## src/rtl/mtjm_pkg.sv

```systemverilog
// types and constants shared by the tick jitter monitor and its channel interfaces
// no dependencies

package mtjm_pkg;

    localparam int unsigned CMD_W         = 1;
    localparam int unsigned STAMP_W       = 32;
    localparam int unsigned STAT_W        = 32;
    localparam int unsigned COUNT_W       = 16;
    localparam int unsigned PERIOD_W      = 24;
    localparam int unsigned PCT_W         = 10;
    localparam int unsigned CFG_DATA_W    = 24;
    localparam int unsigned CFG_IDX_W     = 3;
    localparam int unsigned LATE_PROD_W   = PERIOD_W + PCT_W;

    localparam logic [STAT_W-1:0]   STAT_MAX      = '1;
    localparam int unsigned         PCT_BASE      = 100;

    localparam logic [COUNT_W-1:0]  SPB_RST       = 16'd1;
    localparam logic [COUNT_W-1:0]  BPO_RST       = 16'd10;
    localparam logic [PERIOD_W-1:0] BAL_PERIOD_RST = 24'd1000;
    localparam logic [PERIOD_W-1:0] OUT_PERIOD_RST = 24'd10000;
    localparam logic [PCT_W-1:0]    LATE_PCT_RST  = 10'd10;
    localparam logic [LATE_PROD_W-1:0] LATE_PROD_RST =
        LATE_PROD_W'(BAL_PERIOD_RST) * LATE_PROD_W'(LATE_PCT_RST);

    typedef enum logic [CMD_W-1:0] {
        CMD_SAMPLE      = 1'b0,
        CMD_CLEAR_STATS = 1'b1
    } t_cmd;

    typedef enum logic [CFG_IDX_W-1:0] {
        CFG_SAMPLES_PER_BALANCE = 3'd0,
        CFG_BALANCES_PER_OUTER  = 3'd1,
        CFG_BALANCE_PERIOD      = 3'd2,
        CFG_OUTER_PERIOD        = 3'd3,
        CFG_LATE_PERCENTAGE     = 3'd4
    } t_cfg_idx;

    typedef struct packed {
        logic              balance_fire;
        logic [STAT_W-1:0] balance_interval;
        logic              outer_fire;
        logic [STAT_W-1:0] outer_interval;
        logic [STAT_W-1:0] iteration_count;
        logic [STAT_W-1:0] worst_jitter;
        logic [STAT_W-1:0] late_count;
    } t_result;

endpackage

```

## src/rtl/mtjm_in_if.sv

```systemverilog
// sample request channel: valid/ready handshake with command and timestamp
// depends on mtjm_pkg

interface mtjm_in_if;
    import mtjm_pkg::*;

    logic               valid;
    logic               ready;
    logic [CMD_W-1:0]   command;
    logic [STAMP_W-1:0] sample_time;

    modport source (output valid, command, sample_time, input ready);
    modport sink   (input valid, command, sample_time, output ready);
endinterface

```

## src/rtl/mtjm_out_if.sv

```systemverilog
// result channel: valid/ready handshake with tick flags, intervals and statistics
// depends on mtjm_pkg

interface mtjm_out_if;
    import mtjm_pkg::*;

    logic              valid;
    logic              ready;
    logic              balance_fire;
    logic [STAT_W-1:0] balance_interval;
    logic              outer_fire;
    logic [STAT_W-1:0] outer_interval;
    logic [STAT_W-1:0] iteration_count;
    logic [STAT_W-1:0] worst_jitter;
    logic [STAT_W-1:0] late_count;

    modport source (output valid, balance_fire, balance_interval, outer_fire,
                    outer_interval, iteration_count, worst_jitter, late_count,
                    input ready);
    modport sink   (input valid, balance_fire, balance_interval, outer_fire,
                    outer_interval, iteration_count, worst_jitter, late_count,
                    output ready);
endinterface

```

## src/rtl/multirate_tick_jitter_monitor.sv

```systemverilog
// multirate tick jitter monitor: decimates sample requests into balance and outer
// ticks, reports intervals and keeps jitter and lateness statistics
// depends on mtjm_pkg, mtjm_in_if, mtjm_out_if
//
//   channel   direction  handshake     contents
//   i_smp     in         valid/ready   command, sample_time
//   o_res     out        valid/ready   tick flags, intervals, statistics
//   i_cfg_*   in         write enable  register index, write data
//
// one request per cycle unless a stalled result blocks it, one result per request
// in the result register; all tick, interval and statistics logic sits before that register
// i_smp.ready is high whenever the result register is empty or is being drained
// a stalled result holds and blocks the next request only while o_res.ready is low
// synchronous reset restores register defaults and clears counters and statistics
// the late threshold product is registered from the configuration write itself

module multirate_tick_jitter_monitor #(
    parameter int unsigned TIME_WIDTH = 32
) (
    input  logic                                  i_clk,
    input  logic                                  i_rst_n,
    mtjm_in_if.sink                               i_smp,
    mtjm_out_if.source                            o_res,
    input  logic                                  i_cfg_we,
    input  mtjm_pkg::t_cfg_idx                    i_cfg_idx,
    input  logic [mtjm_pkg::CFG_DATA_W-1:0]       i_cfg_data
);
    import mtjm_pkg::*;

    localparam int unsigned DEV_W = (TIME_WIDTH > PERIOD_W) ? TIME_WIDTH : PERIOD_W;
    localparam int unsigned CMP_W = DEV_W + PCT_W;

    // configuration
    logic [COUNT_W-1:0]     r_spb,        n_spb;
    logic [COUNT_W-1:0]     r_bpo,        n_bpo;
    logic [PERIOD_W-1:0]    r_bal_period, n_bal_period;
    logic [PERIOD_W-1:0]    r_out_period, n_out_period;
    logic [PCT_W-1:0]       r_late_pct,   n_late_pct;
    logic [LATE_PROD_W-1:0] r_late_prod;

    // tick state and statistics
    logic [COUNT_W-1:0]     r_smp_cnt,    n_smp_cnt;
    logic [COUNT_W-1:0]     r_bal_cnt,    n_bal_cnt;
    logic [TIME_WIDTH-1:0]  r_last_bal,   n_last_bal;
    logic                   r_last_bal_vld, n_last_bal_vld;
    logic [TIME_WIDTH-1:0]  r_last_out,   n_last_out;
    logic                   r_last_out_vld, n_last_out_vld;
    logic [STAT_W-1:0]      r_ticks,      n_ticks;
    logic [STAT_W-1:0]      r_jitter,     n_jitter;
    logic [STAT_W-1:0]      r_late,       n_late;

    logic                   r_out_valid;
    t_result                r_res,        n_res;

    logic                   w_acc;
    logic [TIME_WIDTH-1:0]  w_now;
    logic [COUNT_W-1:0]     w_smp_inc;
    logic [COUNT_W-1:0]     w_bal_inc;
    logic [TIME_WIDTH-1:0]  w_bal_iv;
    logic [TIME_WIDTH-1:0]  w_out_iv;
    logic [DEV_W-1:0]       w_iv_ext;
    logic [DEV_W-1:0]       w_bp_ext;
    logic                   w_over;
    logic [DEV_W-1:0]       w_dev;
    logic [STAT_W-1:0]      w_dev_sat;
    logic                   w_late;

    assign i_smp.ready = !r_out_valid || o_res.ready;
    assign w_acc       = i_smp.valid && i_smp.ready;

    // configuration writes, with the late product following the written values
    always_comb begin
        n_spb        = r_spb;
        n_bpo        = r_bpo;
        n_bal_period = r_bal_period;
        n_out_period = r_out_period;
        n_late_pct   = r_late_pct;
        if (i_cfg_we) begin
            case (i_cfg_idx)
                CFG_SAMPLES_PER_BALANCE: n_spb        = i_cfg_data[COUNT_W-1:0];
                CFG_BALANCES_PER_OUTER:  n_bpo        = i_cfg_data[COUNT_W-1:0];
                CFG_BALANCE_PERIOD:      n_bal_period = i_cfg_data[PERIOD_W-1:0];
                CFG_OUTER_PERIOD:        n_out_period = i_cfg_data[PERIOD_W-1:0];
                CFG_LATE_PERCENTAGE:     n_late_pct   = i_cfg_data[PCT_W-1:0];
                default: begin
                end
            endcase
        end
    end

    always_ff @(posedge i_clk) begin
        if (!i_rst_n) begin
            r_spb        <= SPB_RST;
            r_bpo        <= BPO_RST;
            r_bal_period <= BAL_PERIOD_RST;
            r_out_period <= OUT_PERIOD_RST;
            r_late_pct   <= LATE_PCT_RST;
            r_late_prod  <= LATE_PROD_RST;
        end else begin
            r_spb        <= n_spb;
            r_bpo        <= n_bpo;
            r_bal_period <= n_bal_period;
            r_out_period <= n_out_period;
            r_late_pct   <= n_late_pct;
            r_late_prod  <= LATE_PROD_W'(n_bal_period) * LATE_PROD_W'(n_late_pct);
        end
    end

    // interval, deviation and lateness
    assign w_now     = TIME_WIDTH'(i_smp.sample_time);
    assign w_smp_inc = r_smp_cnt + 1'b1;
    assign w_bal_inc = r_bal_cnt + 1'b1;
    assign w_bal_iv  = w_now - r_last_bal;
    assign w_out_iv  = w_now - r_last_out;
    assign w_iv_ext  = DEV_W'(w_bal_iv);
    assign w_bp_ext  = DEV_W'(r_bal_period);
    assign w_over    = w_iv_ext > w_bp_ext;
    assign w_dev     = w_over ? (w_iv_ext - w_bp_ext) : (w_bp_ext - w_iv_ext);
    assign w_dev_sat = (DEV_W > STAT_W && w_dev > DEV_W'(STAT_MAX)) ? STAT_MAX
                                                                    : STAT_W'(w_dev);
    // interval above period + floor(period * pct / 100) as an exact scaled compare
    assign w_late    = w_over &&
                       (CMP_W'(w_dev) * CMP_W'(PCT_BASE) > CMP_W'(r_late_prod));

    always_comb begin
        n_smp_cnt      = r_smp_cnt;
        n_bal_cnt      = r_bal_cnt;
        n_last_bal     = r_last_bal;
        n_last_bal_vld = r_last_bal_vld;
        n_last_out     = r_last_out;
        n_last_out_vld = r_last_out_vld;
        n_ticks        = r_ticks;
        n_jitter       = r_jitter;
        n_late         = r_late;
        n_res          = r_res;
        n_res.balance_fire     = 1'b0;
        n_res.balance_interval = '0;
        n_res.outer_fire       = 1'b0;
        n_res.outer_interval   = '0;

        if (w_acc) begin
            if (t_cmd'(i_smp.command) == CMD_CLEAR_STATS) begin
                n_ticks  = '0;
                n_jitter = '0;
                n_late   = '0;
            end else if (w_smp_inc >= r_spb) begin
                n_smp_cnt          = '0;
                n_res.balance_fire = 1'b1;
                if (r_last_bal_vld) begin
                    n_res.balance_interval = STAT_W'(w_bal_iv);
                    if (w_dev_sat > r_jitter) begin
                        n_jitter = w_dev_sat;
                    end
                    if (w_late && r_late != STAT_MAX) begin
                        n_late = r_late + 1'b1;
                    end
                end else begin
                    n_res.balance_interval = STAT_W'(r_bal_period);
                end
                n_last_bal     = w_now;
                n_last_bal_vld = 1'b1;
                if (r_ticks != STAT_MAX) begin
                    n_ticks = r_ticks + 1'b1;
                end
                if (w_bal_inc >= r_bpo) begin
                    n_bal_cnt        = '0;
                    n_res.outer_fire = 1'b1;
                    n_res.outer_interval = r_last_out_vld ? STAT_W'(w_out_iv)
                                                          : STAT_W'(r_out_period);
                    n_last_out     = w_now;
                    n_last_out_vld = 1'b1;
                end else begin
                    n_bal_cnt = w_bal_inc;
                end
            end else begin
                n_smp_cnt = w_smp_inc;
            end
            n_res.iteration_count = n_ticks;
            n_res.worst_jitter    = n_jitter;
            n_res.late_count      = n_late;
        end
    end

    always_ff @(posedge i_clk) begin
        if (!i_rst_n) begin
            r_smp_cnt      <= '0;
            r_bal_cnt      <= '0;
            r_last_bal     <= '0;
            r_last_bal_vld <= 1'b0;
            r_last_out     <= '0;
            r_last_out_vld <= 1'b0;
            r_ticks        <= '0;
            r_jitter       <= '0;
            r_late         <= '0;
            r_out_valid    <= 1'b0;
        end else begin
            r_smp_cnt      <= n_smp_cnt;
            r_bal_cnt      <= n_bal_cnt;
            r_last_bal     <= n_last_bal;
            r_last_bal_vld <= n_last_bal_vld;
            r_last_out     <= n_last_out;
            r_last_out_vld <= n_last_out_vld;
            r_ticks        <= n_ticks;
            r_jitter       <= n_jitter;
            r_late         <= n_late;
            if (w_acc) begin
                r_out_valid <= 1'b1;
            end else if (o_res.ready) begin
                r_out_valid <= 1'b0;
            end
        end
    end

    always_ff @(posedge i_clk) begin
        if (w_acc) begin
            r_res <= n_res;
        end
    end

    assign o_res.valid            = r_out_valid;
    assign o_res.balance_fire     = r_res.balance_fire;
    assign o_res.balance_interval = r_res.balance_interval;
    assign o_res.outer_fire       = r_res.outer_fire;
    assign o_res.outer_interval   = r_res.outer_interval;
    assign o_res.iteration_count  = r_res.iteration_count;
    assign o_res.worst_jitter     = r_res.worst_jitter;
    assign o_res.late_count       = r_res.late_count;

    a_reset_empties: assert property (@(posedge i_clk)
        !i_rst_n |=> !o_res.valid)
        else $error("result valid after reset");

    a_outer_needs_balance: assert property (@(posedge i_clk) disable iff (!i_rst_n)
        o_res.valid && o_res.outer_fire |-> o_res.balance_fire)
        else $error("outer tick without balance tick");

    a_idle_intervals_zero: assert property (@(posedge i_clk) disable iff (!i_rst_n)
        o_res.valid && !o_res.balance_fire |-> o_res.balance_interval == '0
                                               && o_res.outer_interval == '0)
        else $error("interval reported without a tick");

    a_tick_counted: assert property (@(posedge i_clk) disable iff (!i_rst_n)
        o_res.valid && o_res.balance_fire |-> o_res.iteration_count != '0)
        else $error("balance tick not counted");

    a_late_bounded: assert property (@(posedge i_clk) disable iff (!i_rst_n)
        o_res.valid |-> o_res.late_count <= o_res.iteration_count)
        else $error("late count above tick count");

    a_clear_stats: assert property (@(posedge i_clk) disable iff (!i_rst_n)
        w_acc && t_cmd'(i_smp.command) == CMD_CLEAR_STATS
        |=> o_res.valid && o_res.iteration_count == '0 && o_res.worst_jitter == '0
            && o_res.late_count == '0)
        else $error("statistics not cleared");

endmodule
```

## src/flat_wrapper.sv

```systemverilog
// flat-port wrapper written by rule: the top's interface ports become plain ports
module multirate_tick_jitter_monitor_flat import mtjm_pkg::*;
#(
    parameter int unsigned TIME_WIDTH = 32
)
  (i_clk, i_rst_n, i_cfg_we, i_cfg_idx, i_cfg_data, i_smp_valid, i_smp_command, i_smp_sample_time, i_smp_ready, o_res_valid, o_res_balance_fire, o_res_balance_interval, o_res_outer_fire, o_res_outer_interval, o_res_iteration_count, o_res_worst_jitter, o_res_late_count, o_res_ready);
  mtjm_in_if i_smp_i ();
  mtjm_out_if o_res_i ();
  input  logic i_clk;
  input  logic i_rst_n;
  input  logic i_cfg_we;
  input  mtjm_pkg::t_cfg_idx i_cfg_idx;
  input  logic [mtjm_pkg::CFG_DATA_W-1:0] i_cfg_data;
  input wire logic [$bits(i_smp_i.valid)-1:0] i_smp_valid;
  input wire logic [$bits(i_smp_i.command)-1:0] i_smp_command;
  input wire logic [$bits(i_smp_i.sample_time)-1:0] i_smp_sample_time;
  output wire logic [$bits(i_smp_i.ready)-1:0] i_smp_ready;
  output wire logic [$bits(o_res_i.valid)-1:0] o_res_valid;
  output wire logic [$bits(o_res_i.balance_fire)-1:0] o_res_balance_fire;
  output wire logic [$bits(o_res_i.balance_interval)-1:0] o_res_balance_interval;
  output wire logic [$bits(o_res_i.outer_fire)-1:0] o_res_outer_fire;
  output wire logic [$bits(o_res_i.outer_interval)-1:0] o_res_outer_interval;
  output wire logic [$bits(o_res_i.iteration_count)-1:0] o_res_iteration_count;
  output wire logic [$bits(o_res_i.worst_jitter)-1:0] o_res_worst_jitter;
  output wire logic [$bits(o_res_i.late_count)-1:0] o_res_late_count;
  input wire logic [$bits(o_res_i.ready)-1:0] o_res_ready;
  assign i_smp_i.valid = i_smp_valid;
  assign i_smp_i.command = i_smp_command;
  assign i_smp_i.sample_time = i_smp_sample_time;
  assign i_smp_ready = i_smp_i.ready;
  assign o_res_valid = o_res_i.valid;
  assign o_res_balance_fire = o_res_i.balance_fire;
  assign o_res_balance_interval = o_res_i.balance_interval;
  assign o_res_outer_fire = o_res_i.outer_fire;
  assign o_res_outer_interval = o_res_i.outer_interval;
  assign o_res_iteration_count = o_res_i.iteration_count;
  assign o_res_worst_jitter = o_res_i.worst_jitter;
  assign o_res_late_count = o_res_i.late_count;
  assign o_res_i.ready = o_res_ready;
  multirate_tick_jitter_monitor #(.TIME_WIDTH(TIME_WIDTH)) u_core (.i_clk(i_clk), .i_rst_n(i_rst_n), .i_smp(i_smp_i), .o_res(o_res_i), .i_cfg_we(i_cfg_we), .i_cfg_idx(i_cfg_idx), .i_cfg_data(i_cfg_data));
endmodule
```

## config.mk

```make
export PLATFORM = sky130hd
export DESIGN_NAME = multirate_tick_jitter_monitor_flat
export DESIGN_NICKNAME = d
export VERILOG_FILES = /design/src/rtl/mtjm_pkg.sv /design/src/rtl/mtjm_in_if.sv /design/src/rtl/mtjm_out_if.sv /design/src/rtl/multirate_tick_jitter_monitor.sv /design/src/flat_wrapper.sv
export SDC_FILE = /design/constraint.sdc
export NUM_CORES = 2
export LEC_CHECK = 0
export CAP_MARGIN = 20
export CORE_MARGIN = 2
export CORE_UTILIZATION = 60
export DETAILED_ROUTE_END_ITERATION = 8
export DONT_BUFFER_PORTS = 1
export GPL_TIMING_DRIVEN = 1
export PLACE_DENSITY = 0.77
export REMOVE_ABC_BUFFERS = 1
export SETUP_SLACK_MARGIN = 0.05
export SLEW_MARGIN = 20
export SYNTH_ARGS = -nofsm -noshare
export SYNTH_HDL_FRONTEND = slang
export SYNTH_SLANG_ARGS = --single-unit
```

## constraint.sdc

```tcl
create_clock -name i_clk -period 17.8 [get_ports i_clk]
set_input_delay 5.34 -clock i_clk [delete_from_list [all_inputs] [get_ports i_clk]]
set_output_delay 5.34 -clock i_clk [all_outputs]
set_load 0.02 [all_outputs]
```

==> impl_metrics.yaml <==
status:
  status: "complete, no violations"
timing:
  setup_viol: 0
  maxClockFrequency_mhz: 59.9
  fin_crit_sh_pct: 93.8
  finClkSkew_ps: 31.0
  finalHoldViolations: 0
  clock_period_minus_final_worst_setup_slack_ps: 16700
  setup_repair_after_global_routing_missed_its_margin: "no"
  timing.max_slew.rel_slack_pct: 23.8
  whs_ps: 453
  tns_ps: 0
  least_margin_pin_slew_ps: 1140
  finalMaxSlewViolations: 0
routing:
  routedWlPerCell_um: 19.8
  avgViaCountPerCell: 6.00
  finalWirelength_mm: 105
  drt_first_pass_iters: 7
  route.detailed.drc: 0
  routed-via-count: 32000
  ant_nets: 0
  first_iter_violations: 2932
global_routing:
  global_route_wire_length_before_repair_mm: 166
  grt_max_degree: 137
  antenna_found_initial: 1
  grt_usage_pct: 31.4
  overflow: 0
  grt_pass1_vias: 30400
clock_tree:
  cts_buffers: 52
  clock_tree.buffer_depth: 3
  postCtsSetupRepairBufs: 0
  path_clk_slew_ps: 70
  clock_insertion_delay_worst_skew_ps: 630
  clock_tree_from_tritoncts: "done"
  cts.htree.levels: 2
  cts_num_sinks: 481
  post_cts.resized_instances: 0
  cts_hold_buffers: 0
  clk_root_buffer_cell: "sky130_fd_sc_hd__clkbuf_16"
synthesis:
  warning_count_from_the_yosys_run: 0
  avg_cell_area_syn_um2: 8.40
  yosysTopAreaCell: "sky130_fd_sc_hd__dfxtp_1"
  synth.top_cell.area_share_pct: 16.7
  syn-instance-count: 4541
  synth.ff_latch_count: 481
  synth_sequential_area_ratio_pct: 29.5
  ys.flop_type: "sky130_fd_sc_hd__dfxtp_1"
  synth-edff-count: 162
  synth_top_cells_by_area: "sky130_fd_sc_hd__dfxtp_1 17%, sky130_fd_sc_hd__edfxtp_1 13%, sky130_fd_sc_hd__ha_1 12%"
  cell_area_after_technology_mapping_um2: 38200
  async_reset_ff_share_pct: 0
  synthDistinctLibCells: 75
pwr:
  report.power.total_w: 0.00666
  internal-power_w: 0.00359
  p_per_area_nw_per_um2: 164
  share_comb_of_total_power_pct: 64.4
  pwr-share-clk_pct: 17.1
  total_leakage_power_nw: 17.5
  ir_drop_worst_vdd_v: 0.000222
  switching_share_pct: 46.1
  power.net_switching_w: 0.00307
  sequentialPowerShare_pct: 18.6
cells_and_area:
  post_route_cells_drive_above_1_share_pct: 3.92
  multiInputGateArea_um2: 24400
  layout_commonest_cell: "sky130_fd_sc_hd__nand2_1"
  area_growth_pct: 6.62
  nets: 5096
  n_fill_cell: 5365
  seq_area_um2: 11300
  most-common-layout-cells: "601 x sky130_fd_sc_hd__nand2_1, 495 x sky130_fd_sc_hd__inv_1, 466 x sky130_fd_sc_hd__nor2_1"
  final-instance-count-excl-fill: 5338
die:
  die_x_um: 256
  floorplan.die_area_um2: 65600
  die_y_um: 256
  core-area_um2: 63000
  initial_core_util_pct: 60.6
  pin_count: 229
  fp-row-count: 92
placed_design:
  numPortBuffers: 0
  cell_count_after_placement: 5239
  dpl.hpwl_mm: 80.5
  gpl.final_weighted_congestion: 0.970
worst_setup_path:
  cp.required_ps: 18160
  r2r.worst_path.cells: 50
  crit_slowest_cell: "sky130_fd_sc_hd__a311oi_4"
  cp_max_fo: 29
  critPathArrivalTime_ps: 17060
  worstSetupStartpoint: "i_smp_sample_time[0]"
  timing.critical_path.from_type: "primary input"
  timing.reg2reg.setup_slack_ps: 5530
  worst_path_largest_cell_delay_ps: 600
  critPathCapture: "u_core.o_res.late_count[4]"
  worstReg2RegEnd: "u_core.o_res.late_count[4]"
  end_kind: "register"
  criticalPathCategory: "in -> reg"
  reg2reg_from: "u_core.r_last_bal[0]"
min_path:
  min_path_type: "reg -> reg"
flow_run:
  maxCapViolCount: 0
-- routing by layer --
layer / track usage (%) / wire, um / share of wire (%) / vias up
met3: 5.32 / 8720 / 8.3 / 227
li1: - / - / - / 15200
met4: 11.4 / 3880 / 3.7 / 0
met5: 0 / 0 / 0 / -
met1: 41.5 / 43900 / 42 / 15200
met2: 52.0 / 49000 / 46 / 1421
-- cells in the mapped netlist, drive strengths merged (25+ instances only) --
library cell / n
o21ai: 175
a31oi: 28
and3: 54
o21a: 25
ha: 379
nand3: 93
dfxtp: 319
xor2: 119
or3: 31
a21o: 124
o31ai: 34
xnor2: 112
nor2b: 42
a21oi: 388
nand4: 50
a211oi: 51
nor2: 468
nor3: 46
nand2b: 42
fa: 205
edfxtp: 162
clkbuf: 161
inv: 497
nand2: 603
o211ai: 26
mux2i: 66
-- stage by stage --
stage | cell area [um2] | util, % | worst slack (ps)
2_1_floorplan | 37500 | - | 1420
3_3_place_gp | 38900 | 61.7 | 916
3_5_place_dp | 38900 | 61.7 | 743
4_1_cts | 40700 | 64.6 | 1310
5_1_grt | 40700 | 64.6 | 361
6_report | 40700 | 64.6 | 1100
-- cell type report --
type                            instances  area share [%]
Multi-Input combinational cell       3378            60.0
Clock buffer                           60            3.35
Timing Repair Buffer                   36           0.664
Tap cell                              846            2.60
Sequential cell                       481            27.7
Clock inverter                         38            1.08
Inverter                              498            4.62
Antenna cell                            1         0.00615
-- kinds of logic after synthesis --
| group | count (synthesis) | synth area share (%) |
|---|---|---|
| compound gates | 985 | 16.0 |
| simple gates | 1504 | 17.3 |
| xor+xnor | 231 | 5.30 |
| flops | 481 | 29.5 |
| buf+inv | 682 | 6.75 |
| fa+ha+maj | 584 | 23.2 |
| mux | 74 | 1.97 |
-- worst min path at each step --
stage	depth (start not counted)	from	endpoint	slack, ps
final	2	u_core.r_last_bal[11]	u_core.r_last_bal[11]	450
after global routing	2	u_core.r_last_bal[11]	u_core.r_last_bal[11]	470
after CTS	2	u_core.r_last_out[4]	u_core.r_last_out[4]	450
after detailed placement	2	u_core.r_jitter[8]	u_core.r_jitter[8]	440
after global placement	2	u_core.r_jitter[8]	u_core.r_jitter[8]	440
after floorplan	2	u_core.r_jitter[10]	u_core.r_jitter[10]	430
-- sequential cells by signal, summed over array words and instances (netlist names), 10 cells and up --
signal	cells
u_core.o_res.iteration_count	32
u_core.r_ticks	32
u_core.r_bpo	16
u_core.r_spb	16
u_core.r_smp_cnt	16
u_core.r_last_out	32
u_core.r_bal_cnt	16
u_core.o_res.balance_interval	32
u_core.o_res.outer_interval	32
u_core.o_res.late_count	32
u_core.r_late_pct	10
u_core.r_out_period	24
u_core.r_last_bal	32
u_core.r_jitter	32
u_core.r_late_prod	34
u_core.r_late	32
u_core.r_bal_period	24
u_core.o_res.worst_jitter	32
-- power groups by stage --
stage / sequential, W / combinational (W) / clock [W]
after floorplan: 0.00125 / 0.00327 / 0
after global placement: 0.00126 / 0.00418 / 0
after detailed placement: 0.00126 / 0.00422 / 0
after CTS: 0.00124 / 0.00426 / 0.00115
after global routing: 0.00124 / 0.00486 / 0.00120
final: 0.00124 / 0.00429 / 0.00114
-- worst max-delay path: cells and delay by family --
| kind | cells | cell delay [ps] |
|---|---|---|
| AO/OA/AOI/OAI | 16 | 3570 |
| AND/OR/NAND/NOR | 16 | 3000 |
| adder cells (fa/ha/maj) | 8 | 2890 |
| buffers and inverters | 7 | 1120 |
| XOR/XNOR | 3 | 760 |
| multiplexers | 1 | 350 |
Power figures use the tool's default switching activity.
